**src/sv/tspc_pkg.sv**
```systemverilog
// Package for the terrain splat pixel compositor: sizes, codes, pipeline types
// and the small arithmetic helpers used by the map part's divider and address stages.
// No dependencies.
package tspc_pkg;

  // Field and storage sizes.
  localparam int unsigned LayerCount  = 6;
  localparam int unsigned Channels    = 3;
  localparam int unsigned MaxVertices = 65536;
  localparam int unsigned AddrW       = $clog2(MaxVertices);
  localparam int unsigned VIdxW       = 16;
  localparam int unsigned WeightW     = 8 * LayerCount;
  localparam int unsigned ColorW      = 24;
  localparam int unsigned OutW        = 32;
  localparam int unsigned CellW       = 8;
  localparam int unsigned SizeW       = 13;
  localparam int unsigned PixW        = 12;
  localparam int unsigned FracW       = 16;

  // Position divider: numerator is pixel*(cells+1) with a 16-bit fraction appended.
  localparam int unsigned NumW            = PixW + CellW;
  localparam int unsigned DivW            = NumW + FracW;
  localparam int unsigned DivBitsPerStage = 2;
  localparam int unsigned DivStages       = DivW / DivBitsPerStage;

  // Blend arithmetic. Weights and channels are scaled by 255*2^16.
  localparam int unsigned ScaleW = 24;
  localparam int unsigned LerpW  = ScaleW + FracW + 1;
  localparam int unsigned MulW   = 2 * ScaleW;
  localparam int unsigned YW     = 32;
  localparam int unsigned RecW   = 64;
  localparam logic [ScaleW-1:0] FullScale = ScaleW'(255 * 65536);
  localparam logic [FracW:0]    One16     = {1'b1, {FracW{1'b0}}};
  // Exact unsigned divide by 255 for 32-bit values: (y * Recip255) >> RecipShift.
  localparam logic [YW-1:0]     Recip255  = 32'h8080_8081;
  localparam int unsigned       RecipShift = 39;
  localparam logic [7:0]        OutAlpha  = 8'hFF;

  // Input queue between the front and the back.
  localparam int unsigned QueueDepth = 4;
  localparam int unsigned QPtrW      = $clog2(QueueDepth);
  localparam int unsigned QCntW      = $clog2(QueueDepth + 1);

  // Grid corners read for one pixel.
  localparam int unsigned Corners  = 4;
  localparam int unsigned Corner00 = 0;  // (x0, z0)
  localparam int unsigned Corner01 = 1;  // (x1, z0)
  localparam int unsigned Corner10 = 2;  // (x0, z1)
  localparam int unsigned Corner11 = 3;  // (x1, z1)

  // Configuration port.
  localparam int unsigned CfgIdxW  = 3;
  localparam int unsigned CfgDataW = 13;

  typedef enum logic [CfgIdxW-1:0] {
    REG_CELLS_X      = 3'd0,
    REG_CELLS_Z      = 3'd1,
    REG_IMAGE_WIDTH  = 3'd2,
    REG_IMAGE_HEIGHT = 3'd3,
    REG_NORMAL_MODE  = 3'd4
  } cfg_reg_e;

  typedef enum logic {
    OP_WRITE   = 1'b0,
    OP_COMPOSE = 1'b1
  } opcode_e;

  typedef struct packed {
    logic [CellW-1:0] cells_x;
    logic [CellW-1:0] cells_z;
    logic [SizeW-1:0] image_width;
    logic [SizeW-1:0] image_height;
    logic             normal_mode;
  } cfg_t;

  // One queued transaction after decode.
  typedef struct packed {
    logic                               is_compose;
    logic [VIdxW-1:0]                   vertex_index;
    logic [WeightW-1:0]                 vertex_weights;
    logic [NumW-1:0]                    num_x;
    logic [NumW-1:0]                    num_z;
    logic [ColorW-1:0]                  base_color;
    logic [LayerCount-1:0][ColorW-1:0]  layer_color;
  } entry_t;

  // Payload carried along the map pipeline.
  typedef struct packed {
    logic                               is_compose;
    logic [VIdxW-1:0]                   vertex_index;
    logic [WeightW-1:0]                 vertex_weights;
    logic [ColorW-1:0]                  base_color;
    logic [LayerCount-1:0][ColorW-1:0]  layer_color;
  } pl_t;

  // Restoring divider state for one axis.
  typedef struct packed {
    logic [SizeW-1:0] rem;
    logic [DivW-1:0]  num;
    logic [DivW-1:0]  quo;
  } divst_t;

  typedef struct packed {
    pl_t    pl;
    divst_t dx;
    divst_t dz;
  } dv_t;

  typedef struct packed {
    logic [CellW-1:0] lo;
    logic [CellW-1:0] hi;
    logic [FracW-1:0] frac;
  } axis_t;

  // Interpolated weights handed from the map part to the blend part.
  typedef struct packed {
    logic                               is_compose;
    logic [ColorW-1:0]                  base_color;
    logic [LayerCount-1:0][ColorW-1:0]  layer_color;
    logic [LayerCount-1:0][ScaleW-1:0]  w;
  } wt_t;

  // State of one blend stage.
  typedef struct packed {
    logic                               is_compose;
    logic [LayerCount-1:0][ColorW-1:0]  layer_color;
    logic [LayerCount-1:0][ScaleW-1:0]  w;
    logic [Channels-1:0][ScaleW-1:0]    ch;
    logic [Channels-1:0][YW-1:0]        y;
  } bl_t;

  // One quotient bit of a restoring division by d.
  function automatic divst_t div_step(divst_t a, logic [SizeW-1:0] d);
    logic [SizeW:0] t;
    divst_t         r;
    t     = {a.rem, a.num[DivW-1]};
    r.num = {a.num[DivW-2:0], 1'b0};
    if (t >= {1'b0, d}) begin
      r.rem = SizeW'(t - {1'b0, d});
      r.quo = {a.quo[DivW-2:0], 1'b1};
    end else begin
      r.rem = t[SizeW-1:0];
      r.quo = {a.quo[DivW-2:0], 1'b0};
    end
    return r;
  endfunction

  // Cell index with saturation, clamped neighbor and fraction from the quotient.
  function automatic axis_t axis_map(logic [DivW-1:0] q, logic [CellW-1:0] cells);
    logic [NumW-1:0] idx;
    axis_t           r;
    idx    = q[DivW-1:FracW];
    r.lo   = (idx > NumW'(cells)) ? cells : idx[CellW-1:0];
    r.hi   = (r.lo == cells) ? cells : r.lo + CellW'(1);
    r.frac = q[FracW-1:0];
    return r;
  endfunction

endpackage

```
**src/sv/tspc_if.sv**
```systemverilog
// Valid/ready channel interfaces for the compositor's request and response.
// Depends on tspc_pkg for field widths.
interface tspc_req_if;
  logic                          valid;
  logic                          ready;
  logic                          opcode;
  logic [tspc_pkg::VIdxW-1:0]    vertex_index;
  logic [tspc_pkg::WeightW-1:0]  vertex_weights;
  logic [tspc_pkg::PixW-1:0]     pixel_x;
  logic [tspc_pkg::PixW-1:0]     pixel_z;
  logic [tspc_pkg::ColorW-1:0]   base_color;
  logic [tspc_pkg::ColorW-1:0]   layer_color_0;
  logic [tspc_pkg::ColorW-1:0]   layer_color_1;
  logic [tspc_pkg::ColorW-1:0]   layer_color_2;
  logic [tspc_pkg::ColorW-1:0]   layer_color_3;
  logic [tspc_pkg::ColorW-1:0]   layer_color_4;
  logic [tspc_pkg::ColorW-1:0]   layer_color_5;

  modport source (
    output valid, opcode, vertex_index, vertex_weights, pixel_x, pixel_z, base_color,
           layer_color_0, layer_color_1, layer_color_2, layer_color_3, layer_color_4,
           layer_color_5,
    input  ready
  );
  modport sink (
    input  valid, opcode, vertex_index, vertex_weights, pixel_x, pixel_z, base_color,
           layer_color_0, layer_color_1, layer_color_2, layer_color_3, layer_color_4,
           layer_color_5,
    output ready
  );
endinterface


```
**src/sv/tspc_front.sv**
```systemverilog
// Front part: accepts request transactions, decodes them, forms the scaled
// pixel positions and holds them in a short queue. Depends on tspc_pkg, tspc_if.
module tspc_front (
  input  logic                 clk_i,
  input  logic                 rst_ni,
  tspc_req_if.sink             req_i,
  input  tspc_pkg::cfg_t       cfg_i,
  input  logic                 pop_i,
  output tspc_pkg::entry_t     head_o,
  output logic                 head_valid_o
);

  tspc_pkg::entry_t                 entry;
  tspc_pkg::entry_t                 queue_q [tspc_pkg::QueueDepth];
  logic [tspc_pkg::QPtrW-1:0]       wr_ptr_q, wr_ptr_d;
  logic [tspc_pkg::QPtrW-1:0]       rd_ptr_q, rd_ptr_d;
  logic [tspc_pkg::QCntW-1:0]       count_q, count_d;
  logic                             push;

  // Decode the request and scale the position by the vertex count per axis.
  always_comb begin
    entry                = '0;
    entry.is_compose     = (req_i.opcode == tspc_pkg::OP_COMPOSE);
    entry.vertex_index   = req_i.vertex_index;
    entry.vertex_weights = req_i.vertex_weights;
    entry.num_x          = tspc_pkg::NumW'(req_i.pixel_x) *
                           (tspc_pkg::NumW'(cfg_i.cells_x) + tspc_pkg::NumW'(1));
    entry.num_z          = tspc_pkg::NumW'(req_i.pixel_z) *
                           (tspc_pkg::NumW'(cfg_i.cells_z) + tspc_pkg::NumW'(1));
    entry.base_color     = req_i.base_color;
    entry.layer_color[0] = req_i.layer_color_0;
    entry.layer_color[1] = req_i.layer_color_1;
    entry.layer_color[2] = req_i.layer_color_2;
    entry.layer_color[3] = req_i.layer_color_3;
    entry.layer_color[4] = req_i.layer_color_4;
    entry.layer_color[5] = req_i.layer_color_5;
  end

  assign req_i.ready  = (count_q != tspc_pkg::QCntW'(tspc_pkg::QueueDepth));
  assign push         = req_i.valid & req_i.ready;
  assign head_valid_o = (count_q != '0);
  assign head_o       = queue_q[rd_ptr_q];

  // Queue pointers and fill count.
  always_comb begin
    wr_ptr_d = wr_ptr_q;
    rd_ptr_d = rd_ptr_q;
    count_d  = count_q;
    if (push) begin
      wr_ptr_d = wr_ptr_q + tspc_pkg::QPtrW'(1);
    end
    if (pop_i) begin
      rd_ptr_d = rd_ptr_q + tspc_pkg::QPtrW'(1);
    end
    if (push && !pop_i) begin
      count_d = count_q + tspc_pkg::QCntW'(1);
    end else if (!push && pop_i) begin
      count_d = count_q - tspc_pkg::QCntW'(1);
    end
  end

  always_ff @(posedge clk_i or negedge rst_ni) begin
    if (!rst_ni) begin
      wr_ptr_q <= '0;
      rd_ptr_q <= '0;
      count_q  <= '0;
    end else begin
      wr_ptr_q <= wr_ptr_d;
      rd_ptr_q <= rd_ptr_d;
      count_q  <= count_d;
    end
  end

  // Queue storage.
  always_ff @(posedge clk_i) begin
    if (push) begin
      queue_q[wr_ptr_q] <= entry;
    end
  end

endmodule

```
**src/flat_wrapper.sv**
```systemverilog
// flat-port wrapper written by rule: the top's interface ports become plain ports
module tspc_front_flat 
  (clk_i, rst_ni, cfg_i, pop_i, head_o, head_valid_o, req_i_valid, req_i_opcode, req_i_vertex_index, req_i_vertex_weights, req_i_pixel_x, req_i_pixel_z, req_i_base_color, req_i_layer_color_0, req_i_layer_color_1, req_i_layer_color_2, req_i_layer_color_3, req_i_layer_color_4, req_i_layer_color_5, req_i_ready);
  tspc_req_if req_i_i ();
  input  logic clk_i;
  input  logic rst_ni;
  input  tspc_pkg::cfg_t cfg_i;
  input  logic pop_i;
  output tspc_pkg::entry_t head_o;
  output logic head_valid_o;
  input wire logic [$bits(req_i_i.valid)-1:0] req_i_valid;
  input wire logic [$bits(req_i_i.opcode)-1:0] req_i_opcode;
  input wire logic [$bits(req_i_i.vertex_index)-1:0] req_i_vertex_index;
  input wire logic [$bits(req_i_i.vertex_weights)-1:0] req_i_vertex_weights;
  input wire logic [$bits(req_i_i.pixel_x)-1:0] req_i_pixel_x;
  input wire logic [$bits(req_i_i.pixel_z)-1:0] req_i_pixel_z;
  input wire logic [$bits(req_i_i.base_color)-1:0] req_i_base_color;
  input wire logic [$bits(req_i_i.layer_color_0)-1:0] req_i_layer_color_0;
  input wire logic [$bits(req_i_i.layer_color_1)-1:0] req_i_layer_color_1;
  input wire logic [$bits(req_i_i.layer_color_2)-1:0] req_i_layer_color_2;
  input wire logic [$bits(req_i_i.layer_color_3)-1:0] req_i_layer_color_3;
  input wire logic [$bits(req_i_i.layer_color_4)-1:0] req_i_layer_color_4;
  input wire logic [$bits(req_i_i.layer_color_5)-1:0] req_i_layer_color_5;
  output wire logic [$bits(req_i_i.ready)-1:0] req_i_ready;
  assign req_i_i.valid = req_i_valid;
  assign req_i_i.opcode = req_i_opcode;
  assign req_i_i.vertex_index = req_i_vertex_index;
  assign req_i_i.vertex_weights = req_i_vertex_weights;
  assign req_i_i.pixel_x = req_i_pixel_x;
  assign req_i_i.pixel_z = req_i_pixel_z;
  assign req_i_i.base_color = req_i_base_color;
  assign req_i_i.layer_color_0 = req_i_layer_color_0;
  assign req_i_i.layer_color_1 = req_i_layer_color_1;
  assign req_i_i.layer_color_2 = req_i_layer_color_2;
  assign req_i_i.layer_color_3 = req_i_layer_color_3;
  assign req_i_i.layer_color_4 = req_i_layer_color_4;
  assign req_i_i.layer_color_5 = req_i_layer_color_5;
  assign req_i_ready = req_i_i.ready;
  tspc_front u_core (.clk_i(clk_i), .rst_ni(rst_ni), .req_i(req_i_i), .cfg_i(cfg_i), .pop_i(pop_i), .head_o(head_o), .head_valid_o(head_valid_o));
endmodule
```
**config.mk**
```make
export PLATFORM = sky130hd
export DESIGN_NAME = tspc_front_flat
export DESIGN_NICKNAME = d
export VERILOG_FILES = /design/src/sv/tspc_pkg.sv /design/src/sv/tspc_if.sv /design/src/sv/tspc_front.sv /design/src/flat_wrapper.sv
export SDC_FILE = /design/constraint.sdc
export NUM_CORES = 1
export LEC_CHECK = 0
export BUFFER_PORTS_ARGS = -buffer_cell sky130_fd_sc_hd__buf_2
export CAP_MARGIN = 20
export CELL_PAD_IN_SITES_DETAIL_PLACEMENT = 2
export CELL_PAD_IN_SITES_GLOBAL_PLACEMENT = 2
export CORE_ASPECT_RATIO = 1.5
export CORE_MARGIN = 3
export CORE_UTILIZATION = 30
export CTS_CLUSTER_DIAMETER = 150
export CTS_CLUSTER_SIZE = 16
export DETAILED_ROUTE_END_ITERATION = 10
export PLACE_DENSITY = 0.59
export SYNTH_ARGS = -nofsm -noshare
export SYNTH_HDL_FRONTEND = slang
export SYNTH_SLANG_ARGS = --single-unit
```
**constraint.sdc**
```tcl
create_clock -name clk_i -period 16.6 [get_ports clk_i]
set_input_delay 2.49 -clock clk_i [delete_from_list [all_inputs] [get_ports clk_i]]
set_output_delay 2.49 -clock clk_i [all_outputs]
set_load 0.02 [all_outputs]
```
==> results.yml <==
outcome:
  status: "finished clean"
global_route:
  grt-ovfl-total: 0
  globalRouteTotalUtil_pct: 14.8
  grt_pass1_vias: 26785
  grt_max_degree: 145
  antenna_found_initial: 43
  grt_first_pass_wirelength_mm: 178
worst_setup_path:
  crit_type: "input port to flip-flop"
  startpoint_type: "input port"
  reg2reg_from: "u_core.count_q[0]"
  critical_path_arrival_ps: 7960
  max_stage_delay_ps: 830
  r2r_cells: 5
  critPathMostFrequentCell: "fa_1"
  crit_path_start: "cfg_i[27]"
  r2r_slack_ps: 12970
  endpoint: "u_core.queue_q[3][186]"
  critPathCaptureType: "flip-flop"
  r2r-end: "u_core.queue_q[2][204]"
  cp_num_buf_inv: 3
  cp_slowest_cell: "xor2_1"
  crit_path_cell_trace: "buf_2 > ha_1 > nand2_1 > nor2_1 > xor2_1 > and2_1 > fa_1 > fa_1 > fa_1 > inv_1 > fa_1 > inv_1 > ha_1 > and3_1 > and3_1 > a21oi_2 > nand3_2 > a311oi_2 > xnor2_1"
  worst-path-max-fanout: 15
  required_ps: 16980
  path_delay_family: "adder cells"
  cp.depth: 19
detailed_routing:
  via_per_inst: 4.65
  drtIter0Drc: 1302
  firstDrtPassIters: 5
  drt-met1-wl_mm: 46.6
  ant_nets: 0
  vias: 23047
  finalWirelength_mm: 119
  drc: 0
  wl_per_cell_um: 24.0
  wl_met2_mm: 58.8
  top_layer: "met5"
  dr_wl_met3_mm: 11.1
job:
  maxCapViolCount: 0
yosys:
  synth_edf_count: 1092
  yosysSeqAreaShare_pct: 70.8
  synthArstFlopShare_pct: 0.637
  synth_top_family_by_area: "multiplexers"
  synth_area_per_cell_sq_um: 20.4
  ys.flop_type: "edfxtp_1"
  syn_area_sq_um: 46600
  synth_seq_cells: 1099
  ys_types: 49
  synthAdderAreaFrac_pct: 8.34
  synth_compound_area_share_pct: 1.14
  syn_inst: 2279
  muxShareOfSynthArea_pct: 13.2
  synth_simple_gate_area_share_pct: 3.21
  syn_nets: 2809
  yosysWarnings: 0
  synth_xor_area_share_pct: 0.978
clock_tree:
  ctsHoldBuffers: 0
  clk_latency_ps: 680
  clkSlewWorstSetupHoldPaths_ps: 70
  numCtsBuffers: 79
  cts_max_level: 3
  cts_sinks: 1099
  cts_tree: "yes"
  cts_resized: 0
  cts_setup_buffers: 0
  cts-root-buf: "clkbuf_16"
  clk_path_buf_depth: 3
sta:
  finalCritPeriodShare_pct: 45.7
  setup_violations: 0
  skew_ps: 33.0
  worst_pin_slew_ps: 1230
  fmax_mhz: 132
  rsz0062_at_grt: "false"
  final_hold_viol_count: 0
  final-max-slew-violation-count: 0
  maxSlewHeadroom_pct: 18.0
  tns_ps: 0
  period_needed_ps: 7580
power:
  pwr_density_cell_nw_per_um2: 184
  ir_drop_mv: 0.0971
  p_leak_nw: 19.2
  finalPower_mw: 9.93
finish:
  drive_above_1_share_pct: 33.6
  syn2layout_area_growth_pct: 16.2
  n_fill_cell: 15336
  fin_nets: 3393
floorplan:
  dieArea_sq_um: 160000
  design.core.area_sq_um: 154000
  die_x_um: 328
  rows: 176
  die_h_um: 489
  io_pins: 579
  start_util_pct: 30.3
worst_hold_path:
  min_from: "u_core.count_q[2]"
  hold_path_class: "flip-flop to flip-flop"
place:
  dp_hpwl_mm: 81.2
  gp_congestion: 0.741
  portBuffers: 551
-- sequential cells by signal, indices dropped and copies added (netlist names) --
name	count
u_core.rd_ptr_q	2
u_core.queue_q	1092
u_core.count_q	3
u_core.wr_ptr_q	2
-- how the worst min path moves through the flow --
stage,to,slack (ps),depth (start not counted)
finish,u_core.count_q[2],530,1
global placement,u_core.count_q[2],470,1
floorplan,u_core.count_q[2],450,1
detailed placement,u_core.count_q[2],510,1
CTS,u_core.count_q[2],530,1
global route,u_core.count_q[2],550,1
-- cell families after synthesis --
| logic type | count (synthesis) |
|---|---|
| compound gates | 70 |
| simple gates | 281 |
| buf+inv | 277 |
| xor+xnor | 52 |
| mux | 274 |
| flops | 1099 |
| fa+ha+maj | 226 |
-- synth_stat cells (7+ instances only) --
| cell | number | area [sq um] |
|---|---|---|
| nand2b_1 | 32 | 200 |
| a21oi_1 | 19 | 95.1 |
| buf_1 | 16 | 60.1 |
| fa_1 | 141 | 2820 |
| buf_2 | 32 | 160 |
| nor2b_1 | 24 | 150 |
| nand2_1 | 95 | 357 |
| mux4_2 | 273 | 6150 |
| a21o_1 | 10 | 75.1 |
| and2_1 | 88 | 551 |
| xnor2_1 | 35 | 307 |
| edfxtp_1 | 1092 | 32800 |
| inv_1 | 195 | 732 |
| and3_1 | 11 | 68.8 |
| dfrtp_1 | 7 | 175 |
| ha_1 | 85 | 1060 |
| nand3_1 | 12 | 60.1 |
| o21ai_0 | 7 | 35.0 |
| nor2_1 | 12 | 45.0 |
| clkbuf_1 | 33 | 124 |
| xor2_1 | 17 | 149 |
-- where the power goes --
group	internal (mW)	switching (mW)	total (mW)	leakage [nW]
clock	0.878	0.938	1.82	1.06
sequential	3.92	0.186	4.11	10.1
combinational	1.48	2.52	4.01	8.02
total	6.29	3.65	9.93	19.2
-- stage by stage --
step	utilization, %	setup WS [ps]	hold WS (ps)	instance area (sq um)	cells
floorplan	-	7170	455	46600	2279
global placement	33.7	8330	471	51800	4825
detailed placement	33.7	8220	515	51800	4826
CTS	35.2	8970	529	54000	4932
global route	35.2	8620	546	54100	4938
finish	35.2	9020	527	54100	4954
-- layout by cell type (no fill, tap or decap), types with 3 or more instances in the layout --
cell       count
buf_4         30
o21ai_1        4
ha_1          85
mux4_2       273
a21oi_1       19
clkbuf_1      18
o21ai_0        7
and3_4         4
a21oi_2        4
nand2b_1      32
a21o_1        10
xnor2_1       35
o21a_1         3
clkbuf_16     79
inv_1        195
nand2_1       95
edfxtp_1    1092
dfrtp_1        5
and2_1        88
fa_1         141
nor2b_1       24
buf_12         3
nor2_1        12
inv_6          3
buf_2        551
nand3_1       12
and3_1         7
a31oi_1        4
diode_2       19
xor2_1        17
-- worst register-to-register path, delay by kind of cell (launching register included) --
| family | cells | cell delay [ps] |
|---|---|---|
| and+or+nand+nor | 3 | 1010 |
| DFF | 1 | 430 |
| buffers and inverters | 2 | 1770 |
-- layer usage --
layer | vias to the layer above | global-route usage (%)
li1 | 9944 | -
met2 | 691 | 25.3
met3 | 144 | 5.04
met1 | 12242 | 18.0
met5 | - | 0
met4 | 26 | 3.60
-- final cells by class --
type | instances | area, sq um | area share, %
inverters | 195 | 732 | 1.35
diodes | 19 | 47.5 | 0.0878
flip-flops and latches | 1099 | 33000 | 60.9
clock buffers | 97 | 2040 | 3.78
multi-input cells | 903 | 12500 | 23.2
clock inverters | 9 | 159 | 0.294
repair buffers | 585 | 3070 | 5.67
well taps | 2047 | 2560 | 4.73
Power figures use the tool's default switching activity.
